## config.mk

```make
export PLATFORM = sky130hd
export DESIGN_NAME = yuv420_rotate_address_gen
export DESIGN_NICKNAME = d
export VERILOG_FILES = /design/src/rtl/yra_pkg.sv /design/src/rtl/yra_cfg.sv /design/src/rtl/yra_front.sv /design/src/rtl/yra_queue.sv /design/src/rtl/yra_back.sv /design/src/rtl/yuv420_rotate_address_gen.sv
export SDC_FILE = /design/constraint.sdc
export NUM_CORES = 2
export LEC_CHECK = 0
export ABC_AREA = 1
export BUFFER_PORTS_ARGS = -buffer_cell sky130_fd_sc_hd__buf_2
export CORE_UTILIZATION = 60
export DETAILED_ROUTE_END_ITERATION = 8
export PLACE_DENSITY = 0.88
export SYNTH_ARGS = -nofsm -noshare
export SYNTH_HDL_FRONTEND = slang
export SYNTH_SLANG_ARGS = --single-unit
```

## constraint.sdc

```tcl
create_clock -name i_clk -period 13.7 [get_ports i_clk]
set_input_delay 0.685 -clock i_clk [delete_from_list [all_inputs] [get_ports i_clk]]
set_output_delay 0.685 -clock i_clk [all_outputs]
set_load 0.02 [all_outputs]
```

## src/rtl/yra_pkg.sv

```systemverilog
`default_nettype none

package yra_pkg;

    // Field and counter widths.
    localparam int ADDR_W   = 25;
    localparam int PIXEL_W  = 8;
    localparam int DIM_W    = 13;
    localparam int ROW_W    = 12;
    localparam int COL_W    = 13;
    localparam int PLANE_W  = 2;
    localparam int FMT_W    = 2;
    localparam int ANGLE_W  = 2;
    localparam int LEN_W    = 2 * DIM_W;

    // Largest frame size that the clamp lets through.
    localparam int MAX_WIDTH  = 4096;
    localparam int MAX_HEIGHT = 4096;

    // Depth of the queue between the front and the back.
    localparam int QUEUE_DEPTH = 4;

    // Register port.
    localparam int APB_AW = 5;
    localparam int APB_DW = 32;

    typedef enum logic [2:0] {
        REG_YUV_FORMAT     = 3'd0,
        REG_FRAME_WIDTH    = 3'd1,
        REG_FRAME_HEIGHT   = 3'd2,
        REG_TURN_DIRECTION = 3'd3,
        REG_TURN_ANGLE     = 3'd4
    } t_reg_idx;

    typedef enum logic [FMT_W-1:0] {
        FMT_I420 = 2'd0,
        FMT_NV12 = 2'd1,
        FMT_NV21 = 2'd2
    } t_fmt;

    typedef enum logic [PLANE_W-1:0] {
        PLANE_LUMA = 2'd0,
        PLANE_U    = 2'd1,
        PLANE_V    = 2'd2
    } t_plane;

    // Quarter turns clockwise.
    typedef enum logic [1:0] {
        TURN_0   = 2'd0,
        TURN_90  = 2'd1,
        TURN_180 = 2'd2,
        TURN_270 = 2'd3
    } t_turns;

    // Which plane base is added to the rotated offset.
    typedef enum logic [1:0] {
        BASE_ZERO    = 2'd0,
        BASE_LEN     = 2'd1,
        BASE_LEN_QTR = 2'd2
    } t_base;

    // Frame geometry as seen by the front and the back.
    typedef struct packed {
        logic              planar;
        t_turns            turns;
        logic [DIM_W-1:0]  luma_w;
        logic [DIM_W-1:0]  luma_h;
        logic [ADDR_W-1:0] len;
        logic [ADDR_W-1:0] len_v;
    } t_geom;

    // One classified byte travelling from the front to the back.
    typedef struct packed {
        logic [PLANE_W-1:0] plane;
        logic [ROW_W-1:0]   row;
        logic [COL_W-1:0]   col;
        logic               frame_end;
        logic [PIXEL_W-1:0] pixel;
    } t_item;

    // Clears the low bit and clamps a frame dimension to 2 .. maxv.
    function automatic logic [DIM_W-1:0] clamp_dim(input logic [DIM_W-1:0] v,
                                                   input logic [DIM_W:0]   maxv);
        logic [DIM_W:0] t;
        begin
            t = {1'b0, v[DIM_W-1:1], 1'b0};
            if (t < (DIM_W+1)'(2)) t = (DIM_W+1)'(2);
            if (t > maxv) t = {maxv[DIM_W:1], 1'b0};
            if (t < (DIM_W+1)'(2)) t = (DIM_W+1)'(2);
            return t[DIM_W-1:0];
        end
    endfunction

endpackage

`default_nettype wire

```

## src/rtl/yra_cfg.sv

```systemverilog
`default_nettype none

module yra_cfg #(
    parameter int MAX_WIDTH  = yra_pkg::MAX_WIDTH,
    parameter int MAX_HEIGHT = yra_pkg::MAX_HEIGHT
) (
    input  wire                         i_clk,
    input  wire                         i_rst_n,
    input  wire                         psel,
    input  wire                         penable,
    input  wire                         pwrite,
    input  wire [yra_pkg::APB_AW-1:0]   paddr,
    input  wire [yra_pkg::APB_DW-1:0]   pwdata,
    output logic [yra_pkg::APB_DW-1:0]  prdata,
    output logic                        pready,
    output yra_pkg::t_geom              o_geom
);
    import yra_pkg::*;

    logic [FMT_W-1:0]   r_yuv_format;
    logic [DIM_W-1:0]   r_frame_width;
    logic [DIM_W-1:0]   r_frame_height;
    logic               r_turn_direction;
    logic [ANGLE_W-1:0] r_turn_angle;
    logic [LEN_W-1:0]   r_len;
    logic [LEN_W-1:0]   n_len;
    logic [ADDR_W-1:0]  r_len_v;
    logic [ADDR_W-1:0]  n_len_v;
    logic [DIM_W-1:0]   w_clamped;
    logic [DIM_W-1:0]   h_clamped;
    logic [1:0]         turns_cw;
    logic               wr_en;
    t_reg_idx           reg_idx;

    assign pready  = 1'b1;
    assign wr_en   = psel && penable && pwrite;
    assign reg_idx = t_reg_idx'(paddr[APB_AW-1:2]);

    // Register writes.
    always_ff @(posedge i_clk) begin
        if (!i_rst_n) begin
            r_yuv_format     <= FMT_I420;
            r_frame_width    <= DIM_W'(2);
            r_frame_height   <= DIM_W'(2);
            r_turn_direction <= 1'b0;
            r_turn_angle     <= '0;
        end else if (wr_en) begin
            case (reg_idx)
                REG_YUV_FORMAT:     r_yuv_format     <= pwdata[FMT_W-1:0];
                REG_FRAME_WIDTH:    r_frame_width    <= pwdata[DIM_W-1:0];
                REG_FRAME_HEIGHT:   r_frame_height   <= pwdata[DIM_W-1:0];
                REG_TURN_DIRECTION: r_turn_direction <= pwdata[0];
                REG_TURN_ANGLE:     r_turn_angle     <= pwdata[ANGLE_W-1:0];
                default: ;
            endcase
        end
    end

    // Register reads.
    always_comb begin
        case (reg_idx)
            REG_YUV_FORMAT:     prdata = APB_DW'(r_yuv_format);
            REG_FRAME_WIDTH:    prdata = APB_DW'(r_frame_width);
            REG_FRAME_HEIGHT:   prdata = APB_DW'(r_frame_height);
            REG_TURN_DIRECTION: prdata = APB_DW'(r_turn_direction);
            REG_TURN_ANGLE:     prdata = APB_DW'(r_turn_angle);
            default:            prdata = '0;
        endcase
    end

    // Clamped sizes and the number of clockwise quarter turns.
    always_comb begin
        w_clamped = clamp_dim(r_frame_width, (DIM_W+1)'(MAX_WIDTH));
        h_clamped = clamp_dim(r_frame_height, (DIM_W+1)'(MAX_HEIGHT));
        turns_cw  = 2'(r_turn_angle + 2'd1);
        if (r_turn_direction) begin
            turns_cw = 2'(2'd0 - turns_cw);
        end
    end

    // Plane sizes: the luma size first, then the V plane offset in the cycle after.
    assign n_len   = LEN_W'(w_clamped) * LEN_W'(h_clamped);
    assign n_len_v = ADDR_W'(r_len + {2'b00, r_len[LEN_W-1:2]});

    always_ff @(posedge i_clk) begin
        r_len   <= n_len;
        r_len_v <= n_len_v;
    end

    always_comb begin
        o_geom.planar = (r_yuv_format == FMT_I420);
        o_geom.turns  = t_turns'(turns_cw);
        o_geom.luma_w = w_clamped;
        o_geom.luma_h = h_clamped;
        o_geom.len    = r_len[ADDR_W-1:0];
        o_geom.len_v  = r_len_v;
    end

endmodule

`default_nettype wire

```

## src/rtl/yra_front.sv

```systemverilog
`default_nettype none

module yra_front (
    input  wire                          i_clk,
    input  wire                          i_rst_n,
    input  yra_pkg::t_geom               i_geom,
    input  wire                          i_valid,
    output logic                         o_stall,
    input  wire [yra_pkg::PIXEL_W-1:0]   i_pixel_value,
    input  wire                          i_queue_full,
    output logic                         o_push,
    output yra_pkg::t_item               o_item
);
    import yra_pkg::*;

    logic [PLANE_W-1:0] r_plane;
    logic [PLANE_W-1:0] n_plane;
    logic [ROW_W-1:0]   r_row;
    logic [ROW_W-1:0]   n_row;
    logic [COL_W-1:0]   r_col;
    logic [COL_W-1:0]   n_col;
    logic [PLANE_W-1:0] last_plane;
    logic [PLANE_W-1:0] plane_eff;
    logic [DIM_W-1:0]   pw;
    logic [DIM_W-1:0]   ph;
    logic               col_wrap;
    logic               row_wrap;
    logic               frame_end;

    assign o_stall = i_queue_full;
    assign o_push  = i_valid && !i_queue_full;

    // Work out the plane, its size and where the counters go next.
    always_comb begin
        last_plane = i_geom.planar ? PLANE_V : PLANE_U;
        plane_eff  = (r_plane > last_plane) ? last_plane : r_plane;
        if (plane_eff == PLANE_LUMA) begin
            pw = i_geom.luma_w;
            ph = i_geom.luma_h;
        end else begin
            pw = i_geom.planar ? {1'b0, i_geom.luma_w[DIM_W-1:1]} : i_geom.luma_w;
            ph = {1'b0, i_geom.luma_h[DIM_W-1:1]};
        end
        col_wrap  = ({1'b0, r_col} + (COL_W+1)'(1)) >= (COL_W+1)'(pw);
        row_wrap  = ({1'b0, r_row} + (ROW_W+2)'(1)) >= (ROW_W+2)'(ph);
        frame_end = 1'b0;
        n_plane   = r_plane;
        n_row     = r_row;
        n_col     = COL_W'(r_col + COL_W'(1));
        if (col_wrap) begin
            n_col = '0;
            if (row_wrap) begin
                n_row = '0;
                if (plane_eff >= last_plane) begin
                    n_plane   = PLANE_LUMA;
                    frame_end = 1'b1;
                end else begin
                    n_plane = PLANE_W'(plane_eff + PLANE_W'(1));
                end
            end else begin
                n_row = ROW_W'(r_row + ROW_W'(1));
            end
        end
    end

    // Position counters step on every accepted beat.
    always_ff @(posedge i_clk) begin
        if (!i_rst_n) begin
            r_plane <= PLANE_LUMA;
            r_row   <= '0;
            r_col   <= '0;
        end else if (o_push) begin
            r_plane <= n_plane;
            r_row   <= n_row;
            r_col   <= n_col;
        end
    end

    always_comb begin
        o_item.plane     = plane_eff;
        o_item.row       = r_row;
        o_item.col       = r_col;
        o_item.frame_end = frame_end;
        o_item.pixel     = i_pixel_value;
    end

endmodule

`default_nettype wire

```

## src/rtl/yra_queue.sv

```systemverilog
`default_nettype none

module yra_queue (
    input  wire              i_clk,
    input  wire              i_rst_n,
    input  wire              i_push,
    input  yra_pkg::t_item   i_item,
    input  wire              i_pop,
    output yra_pkg::t_item   o_item,
    output logic             o_empty,
    output logic             o_full
);
    import yra_pkg::*;

    localparam int PTR_W = $clog2(QUEUE_DEPTH);
    localparam int CNT_W = $clog2(QUEUE_DEPTH + 1);

    t_item             r_mem [QUEUE_DEPTH];
    logic [PTR_W-1:0]  r_wr_ptr;
    logic [PTR_W-1:0]  r_rd_ptr;
    logic [CNT_W-1:0]  r_count;
    logic [CNT_W-1:0]  n_count;
    logic              do_push;
    logic              do_pop;

    assign o_empty = (r_count == '0);
    assign o_full  = (r_count == CNT_W'(QUEUE_DEPTH));
    assign do_push = i_push && !o_full;
    assign do_pop  = i_pop && !o_empty;
    assign o_item  = r_mem[r_rd_ptr];

    always_comb begin
        n_count = r_count;
        if (do_push && !do_pop) begin
            n_count = CNT_W'(r_count + CNT_W'(1));
        end else if (do_pop && !do_push) begin
            n_count = CNT_W'(r_count - CNT_W'(1));
        end
    end

    // Pointers and fill level.
    always_ff @(posedge i_clk) begin
        if (!i_rst_n) begin
            r_wr_ptr <= '0;
            r_rd_ptr <= '0;
            r_count  <= '0;
        end else begin
            r_count <= n_count;
            if (do_push) begin
                r_wr_ptr <= PTR_W'((32'(r_wr_ptr) + 1) % QUEUE_DEPTH);
            end
            if (do_pop) begin
                r_rd_ptr <= PTR_W'((32'(r_rd_ptr) + 1) % QUEUE_DEPTH);
            end
        end
    end

    // Entry storage.
    always_ff @(posedge i_clk) begin
        if (do_push) begin
            r_mem[r_wr_ptr] <= i_item;
        end
    end

endmodule

`default_nettype wire

```

## src/rtl/yra_back.sv

```systemverilog
`default_nettype none

module yra_back (
    input  wire                           i_clk,
    input  wire                           i_rst_n,
    input  yra_pkg::t_geom                i_geom,
    input  yra_pkg::t_item                i_item,
    input  wire                           i_item_valid,
    output logic                          o_pop,
    output logic                          o_valid,
    input  wire                           i_stall,
    output logic [yra_pkg::ADDR_W-1:0]    o_dest_address,
    output logic [yra_pkg::PIXEL_W-1:0]   o_pixel_out,
    output logic                          o_frame_end
);
    import yra_pkg::*;

    logic               advance;

    // Operand stage.
    logic               r_a_vld;
    logic [ADDR_W-1:0]  r_a_mul;
    logic [DIM_W-1:0]   r_a_stride;
    logic [ADDR_W-1:0]  r_a_add;
    t_base              r_a_base;
    logic [PIXEL_W-1:0] r_a_pixel;
    logic               r_a_end;

    // Product stage.
    logic               r_b_vld;
    logic [ADDR_W-1:0]  r_b_prod;
    logic [ADDR_W-1:0]  r_b_off;
    logic [PIXEL_W-1:0] r_b_pixel;
    logic               r_b_end;

    // Output register.
    logic               r_o_vld;
    logic [ADDR_W-1:0]  r_o_addr;
    logic [PIXEL_W-1:0] r_o_pixel;
    logic               r_o_end;

    logic               nv_uv;
    logic [DIM_W-1:0]   pw;
    logic [DIM_W-1:0]   ph;
    logic [COL_W-1:0]   cc;
    logic [ADDR_W-1:0]  rr_x;
    logic [ADDR_W-1:0]  cc_x;
    logic [ADDR_W-1:0]  ph_m;
    logic [ADDR_W-1:0]  pw_m;
    logic [ADDR_W-1:0]  n_mul;
    logic [DIM_W-1:0]   n_stride;
    logic [ADDR_W-1:0]  n_add;
    t_base              n_base;
    logic [ADDR_W-1:0]  base_val;

    // The whole pipeline moves whenever the output register is free.
    assign advance = !r_o_vld || !i_stall;
    assign o_pop   = advance && i_item_valid;

    // Rotation operands: offset = mul * stride + add, doubled for UV pairs.
    always_comb begin
        nv_uv = !i_geom.planar && (i_item.plane != PLANE_LUMA);
        if (i_item.plane == PLANE_LUMA) begin
            pw = i_geom.luma_w;
            ph = i_geom.luma_h;
        end else begin
            pw = {1'b0, i_geom.luma_w[DIM_W-1:1]};
            ph = {1'b0, i_geom.luma_h[DIM_W-1:1]};
        end
        cc   = nv_uv ? {1'b0, i_item.col[COL_W-1:1]} : i_item.col;
        rr_x = ADDR_W'(i_item.row);
        cc_x = ADDR_W'(cc);
        ph_m = ADDR_W'(ADDR_W'(ph) - ADDR_W'(1) - rr_x);
        pw_m = ADDR_W'(ADDR_W'(pw) - ADDR_W'(1) - cc_x);
        case (i_geom.turns)
            TURN_90: begin
                n_mul    = cc_x;
                n_stride = ph;
                n_add    = ph_m;
            end
            TURN_180: begin
                n_mul    = ph_m;
                n_stride = pw;
                n_add    = pw_m;
            end
            TURN_270: begin
                n_mul    = pw_m;
                n_stride = ph;
                n_add    = rr_x;
            end
            default: begin
                n_mul    = rr_x;
                n_stride = pw;
                n_add    = cc_x;
            end
        endcase
        if (nv_uv) begin
            n_mul = {n_mul[ADDR_W-2:0], 1'b0};
            n_add = {n_add[ADDR_W-2:0], i_item.col[0]};
        end
        if (i_item.plane == PLANE_LUMA) begin
            n_base = BASE_ZERO;
        end else if (i_geom.planar && (i_item.plane == PLANE_V)) begin
            n_base = BASE_LEN_QTR;
        end else begin
            n_base = BASE_LEN;
        end
    end

    // Plane base address.
    always_comb begin
        case (r_a_base)
            BASE_LEN:     base_val = i_geom.len;
            BASE_LEN_QTR: base_val = i_geom.len_v;
            default:      base_val = '0;
        endcase
    end

    // Valid bits of the three stages.
    always_ff @(posedge i_clk) begin
        if (!i_rst_n) begin
            r_a_vld <= 1'b0;
            r_b_vld <= 1'b0;
            r_o_vld <= 1'b0;
        end else if (advance) begin
            r_a_vld <= i_item_valid;
            r_b_vld <= r_a_vld;
            r_o_vld <= r_b_vld;
        end
    end

    // Payload of the three stages.
    always_ff @(posedge i_clk) begin
        if (advance) begin
            r_a_mul    <= n_mul;
            r_a_stride <= n_stride;
            r_a_add    <= n_add;
            r_a_base   <= n_base;
            r_a_pixel  <= i_item.pixel;
            r_a_end    <= i_item.frame_end;

            r_b_prod   <= ADDR_W'(r_a_mul * ADDR_W'(r_a_stride));
            r_b_off    <= ADDR_W'(base_val + r_a_add);
            r_b_pixel  <= r_a_pixel;
            r_b_end    <= r_a_end;

            r_o_addr   <= ADDR_W'(r_b_prod + r_b_off);
            r_o_pixel  <= r_b_pixel;
            r_o_end    <= r_b_end;
        end
    end

    assign o_valid        = r_o_vld;
    assign o_dest_address = r_o_addr;
    assign o_pixel_out    = r_o_pixel;
    assign o_frame_end    = r_o_end;

endmodule

`default_nettype wire

```

## src/rtl/yuv420_rotate_address_gen.sv

```systemverilog
// Destination address generator for turning a 4:2:0 YUV frame.
// Input channel: one source byte per beat (i_valid, o_stall, i_pixel_value),
// in buffer order: the luma plane in raster order, then the U and V planes
// for I420 or the interleaved UV plane for NV12 and NV21.
// Output channel: one beat per input beat, in the same order (o_valid,
// i_stall), carrying the byte, its address in the turned frame and a flag
// on the last byte of the frame.
// The register port sets format, frame size, direction and angle; write it
// only while no byte is in flight.
// A byte passes through the queue, then the operand, product and output
// registers. Throughput: one byte per cycle while i_stall is low, set by
// the front position counters and the one multiplier stage at the back.
// A four-entry queue lies between the counters and the address pipeline;
// while the receiver stalls, the pipeline holds and the queue fills, and
// o_stall rises once the queue is full.
// Reset clears the registers to I420, 2x2, clockwise 90 degrees, points
// the counters at the first luma byte and empties the queue and pipeline.
`default_nettype none

module yuv420_rotate_address_gen #(
    parameter int MAX_WIDTH  = yra_pkg::MAX_WIDTH,
    parameter int MAX_HEIGHT = yra_pkg::MAX_HEIGHT
) (
    input  wire                          i_clk,
    input  wire                          i_rst_n,
    input  wire                          i_valid,
    output logic                         o_stall,
    input  wire [yra_pkg::PIXEL_W-1:0]   i_pixel_value,
    output logic                         o_valid,
    input  wire                          i_stall,
    output logic [yra_pkg::ADDR_W-1:0]   o_dest_address,
    output logic [yra_pkg::PIXEL_W-1:0]  o_pixel_out,
    output logic                         o_frame_end,
    input  wire                          psel,
    input  wire                          penable,
    input  wire                          pwrite,
    input  wire [yra_pkg::APB_AW-1:0]    paddr,
    input  wire [yra_pkg::APB_DW-1:0]    pwdata,
    output logic [yra_pkg::APB_DW-1:0]   prdata,
    output logic                         pready
);
    import yra_pkg::*;

    t_geom geom;
    t_item front_item;
    t_item queue_item;
    logic  push;
    logic  pop;
    logic  queue_empty;
    logic  queue_full;

    yra_cfg #(
        .MAX_WIDTH  (MAX_WIDTH),
        .MAX_HEIGHT (MAX_HEIGHT)
    ) u_cfg (
        .i_clk   (i_clk),
        .i_rst_n (i_rst_n),
        .psel    (psel),
        .penable (penable),
        .pwrite  (pwrite),
        .paddr   (paddr),
        .pwdata  (pwdata),
        .prdata  (prdata),
        .pready  (pready),
        .o_geom  (geom)
    );

    yra_front u_front (
        .i_clk         (i_clk),
        .i_rst_n       (i_rst_n),
        .i_geom        (geom),
        .i_valid       (i_valid),
        .o_stall       (o_stall),
        .i_pixel_value (i_pixel_value),
        .i_queue_full  (queue_full),
        .o_push        (push),
        .o_item        (front_item)
    );

    yra_queue u_queue (
        .i_clk   (i_clk),
        .i_rst_n (i_rst_n),
        .i_push  (push),
        .i_item  (front_item),
        .i_pop   (pop),
        .o_item  (queue_item),
        .o_empty (queue_empty),
        .o_full  (queue_full)
    );

    yra_back u_back (
        .i_clk          (i_clk),
        .i_rst_n        (i_rst_n),
        .i_geom         (geom),
        .i_item         (queue_item),
        .i_item_valid   (!queue_empty),
        .o_pop          (pop),
        .o_valid        (o_valid),
        .i_stall        (i_stall),
        .o_dest_address (o_dest_address),
        .o_pixel_out    (o_pixel_out),
        .o_frame_end    (o_frame_end)
    );

endmodule

`default_nettype wire

```

==> impl_results.md <==
* Antenna violations before repair at 0
* Global-route wire length before repair at 134 mm
* Clock sink count at 430
* Worst Path Arrival at 7740 ps
* Max Clock Skew at approximately 36 ps
* Number of flops mapped to enable cells by yosys at roughly 310
* Sequential-to-total area share from yosys stat at 34.0%
* Gate count of the mapped netlist at ~3,900
* Routed WL at 83.0 mm
* Peak supply drop at a little over 0.2 mV
* I/O pins at 121
* Class of the tightest hold or removal check: primary input to flip-flop
* Row count at 87
* Layout fillers at 4,232
* Final setup violation count at 0
* Sort of element at the start of the critical path: flip-flop
* Flop and latch count out of synthesis at 430
* Clock-pin slew of the registers on the worst-case setup and hold paths at 60 ps
* Number of nets with antenna violations after routing at 0
* Tmin final at 7240 ps
* Clk pwr share at between 15 and 20%
* Outcome: complete, no violations
* Initial DRC Count at 2,975
* Pwr dens at 236 mW/mm2
* Setup TNS at 0 ps
* Number of global-route vias before repair at 27,450
* Clock tree from TritonCTS: yes
* Leakage component of the power at 17.8 nW
* Setup Slack @ Placement at 6730 ps
* Buffers from clock root to sink, at most at 3
* Count of cell types in the netlist at 59
* Die H at 242 um
* Nets at 4,542
* Quantity of hold-fixing buffers added after cts at 0
* Number of standard cells in the final layout excluding fillers at 4,745
* Crit-path most repeated cell: sky130_fd_sc_hd__inv_1
* Clock buffers created by TritonCTS at 46
* Unrepaired setup endpoints after global routing: false
* Psw at 4.08 mW
* Fraction of final layout cells sized beyond drive strength 1 at 5.72%
* Maxcap violations at 0
* Global-route track usage on met3 at between 4 and 5%
* Top fanout value on the critical path at 18
* Register share of total power at 25.9%
* Via-per-instance ratio at about 5.8
* Total area of multi-input combinational cells at 0.0198 mm2
* Placed inst area at 0.0353 mm2
* Worst stage delay on the critical path at around 740 ps
* Final worst-path cycle share at 52.9%
* Total core area at around 0.056 mm2
* GR met2 Demand/Resource at 47.6%
* Logic pwr share at between 50% and 60%
* Post-synthesis to final-layout area growth at 7.40%
* Horiz. Die Dim at 242 um
* Fmax at ~140 MHz
* Final core utilization at between 60% and 70%
* Initial cell density of the core at between 60 and 70%
* Critical path's slowest cell: sky130_fd_sc_hd__dfxtp_1
* Post-CTS sizing at 0
* Post-CTS setup buffer count at 0
* YS warnings at 0
* Required time at the endpoint of the critical path at 14,200 ps
* Most used flip-flop cell after synthesis: sky130_fd_sc_hd__edfxtp_1
* Die outline area at 0.0584 mm2
* Overall Power at 8.73 mW
* H-Tree Depth at 2
* Pin count of the biggest net entering global routing at 83
* Share of flip-flops with an asynchronous set or reset after synthesis at 0%
* Seq. cell area at 0.0117 mm2
* Root buffer cell: sky130_fd_sc_hd__clkbuf_16
* CP endpoint kind: flip-flop
* Switch share at 46.7%
* Count of final max-slew check failures at 0
* Startpoint-to-endpoint class of the critical path: flip-flop to flip-flop
* Finished Cell Area at roughly 0.037 mm2
* Met1 Use GR at between 30% and 40%
* Slew margin rel. at 27.4%
* RePlAce Congestion at 0.951
* IO buf count at 79
* Hold slack at between 300 and 400 ps
* Most Crowded Layer GR: met2
* Via count at 27,621
* Drt wl/cell at 17.5 um
* Internal power of the cells at approximately 4.7 mW
* Final WS setup at 6460 ps
* Placed cell count at approximately 4,700
* Final count of hold timing violations at 0
* GR Overflow Total at 0
* Measured slew at the worst slew-check pin at between 1000 and 1500 ps
* DRC violations left at 0
* Combined area of all synthesized cells at 0.0344 mm2
* Clock insertion delay at the later pin of the skew report at 610 ps
* Detailed-router iteration count before antenna repair at 8
* Post-synthesis average cell area at 8.75 um2
* Global router's overall resource usage at ~28%
* Half-perimeter wire length after placement at 61.2 mm
[state kept, by name, indices dropped and copies added, names as in the netlist, 8 cells and up, named ones only]
| register | flops |
|---|---|
| u_back.o_dest_address | 25 |
| u_back.o_pixel_out | 8 |
| u_back.r_a_add | 25 |
| u_back.r_a_mul | 25 |
| u_back.r_a_pixel | 8 |
| u_back.r_a_stride | 13 |
| u_back.r_b_off | 25 |
| u_back.r_b_pixel | 8 |
| u_back.r_b_prod | 25 |
| u_cfg.r_frame_height | 13 |
| u_cfg.r_frame_width | 13 |
| u_cfg.r_len | 24 |
| u_cfg.r_len_v | 25 |
| u_front.r_col | 13 |
| u_front.r_row | 12 |
| u_queue.r_mem | 144 |
[cell families (layout without fill, tap and decap cells)]
group | after synthesis | after routing | share of synthesized area, %
adders and majority gates | 539 | 539 | 25.8
AOI/OAI and AO/OA | 618 | 618 | 10.1
other | 2 | 21 | 0.0218
muxes | 2 | 2 | 0.0581
xor gates and xnor gates | 183 | 183 | 4.65
DFF | 430 | 430 | 34.0
buffers and inverters | 779 | 812 | 8.83
and+or+nand+nor | 1384 | 1384 | 16.5
[layout make-up]
class | instances | area share [%]
Sequential cell | 430 | 31.7
Timing Repair Buffer | 98 | 1.45
Clock inverter | 28 | 1.05
Inverter | 629 | 6.38
Clock buffer | 57 | 3.37
Antenna cell | 1 | 0.00677
Multi-Input combinational cell | 2746 | 53.5
Tap cell | 756 | 2.56
[cell usage in the layout (no fill, tap or decap), drive strengths merged, types with 3 or more instances in the layout]
master,Yosys,routed
nand4,20,20
nor4,10,10
a21boi,10,10
conb,2,20
or2,11,11
o221ai,4,4
dfxtp,119,119
nand3b,14,14
a32o,12,12
nor3b,3,3
a21o,14,14
fa,287,287
nor2,264,264
clkinv,4,19
a31oi,10,10
clkbuf,114,57
a32oi,5,5
a21oi,241,241
bufinv,0,8
xor2,126,126
nand2,911,911
nand3,129,129
inv,625,628
a31o,3,3
ha,252,252
nor3,19,19
edfxtp,311,311
o211ai,12,12
xnor2,57,57
o2111ai,15,15
o21bai,10,10
a211oi,3,3
o22ai,23,23
o21ai,245,245
buf,36,98
[power groups by stage]
stage	registers, mW	clock network (mW)	logic, mW
after floorplan	2.15	0	3.89
after global placement	2.26	0	4.77
after detailed placement	2.27	0	5.00
after CTS	2.25	1.35	5.04
after global routing	2.29	1.40	5.71
final	2.26	1.33	5.14
[path summary, 6_finish.rpt]
kind                            slack [ps]                  end  cells after the start                      from
worst max register to register        6460      u_cfg.r_len[19]                     28  u_cfg.r_frame_height[12]
worst min register to register         390     u_cfg.r_len_v[0]                      0            u_cfg.r_len[2]
worst min-delay path                   300  u_queue.r_mem[3][5]                      1          i_pixel_value[5]
worst max-delay path                  6460      u_cfg.r_len[19]                     28  u_cfg.r_frame_height[12]
[routing by layer]
layer  share of wire, %  up-vias  routed length [um]
li1                   -    12701                   -
met1                 39    13133               32200
met2                 48     1516               39500
met3                9.6      271                7940
met4                4.1        0                3400
met5                  0        -                   0
[worst max-delay path: cells and delay by family, from the launching register on]
| kind | cells | cell delay, ps |
|---|---|---|
| adder cells (fa/ha/maj) | 6 | 2860 |
| AO/OA/AOI/OAI | 7 | 1270 |
| buffers and inverters | 7 | 1090 |
| AND/OR/NAND/NOR | 7 | 1010 |
| flip-flops | 1 | 740 |
| XOR/XNOR | 1 | 130 |
[cell usage after synthesis (all sizes together), types with 2 or more instances]
library cell	count	share of area [%]
a32o	12	0.35
buf	36	0.73
a211oi	3	0.065
nor3	19	0.28
clkinv	4	0.044
xor2	126	3.2
a21boi	10	0.22
inv	625	6.8
o21a	2	0.044
nor3b	3	0.065
a21oi	241	3.5
nand4	20	0.36
conb	2	0.022
fa	287	17
a221oi	2	0.051
a22o	2	0.051
nand2	911	10
nor2	264	3.0
nand3	129	1.9
clkbuf	114	1.2
a32oi	5	0.13
o211ai	12	0.26
o221ai	4	0.10
o31ai	2	0.044
a21o	14	0.31
dfxtp	119	6.9
ha	252	9.2
mux2i	2	0.058
or2	11	0.20
o22ai	23	0.42
nor4	10	0.20
o21ai	245	3.6
edfxtp	311	27
o2111ai	15	0.38
a31oi	10	0.18
nand3b	14	0.31
o21bai	10	0.22
a31o	3	0.076
xnor2	57	1.4
(Power assumes the default switching activity.)
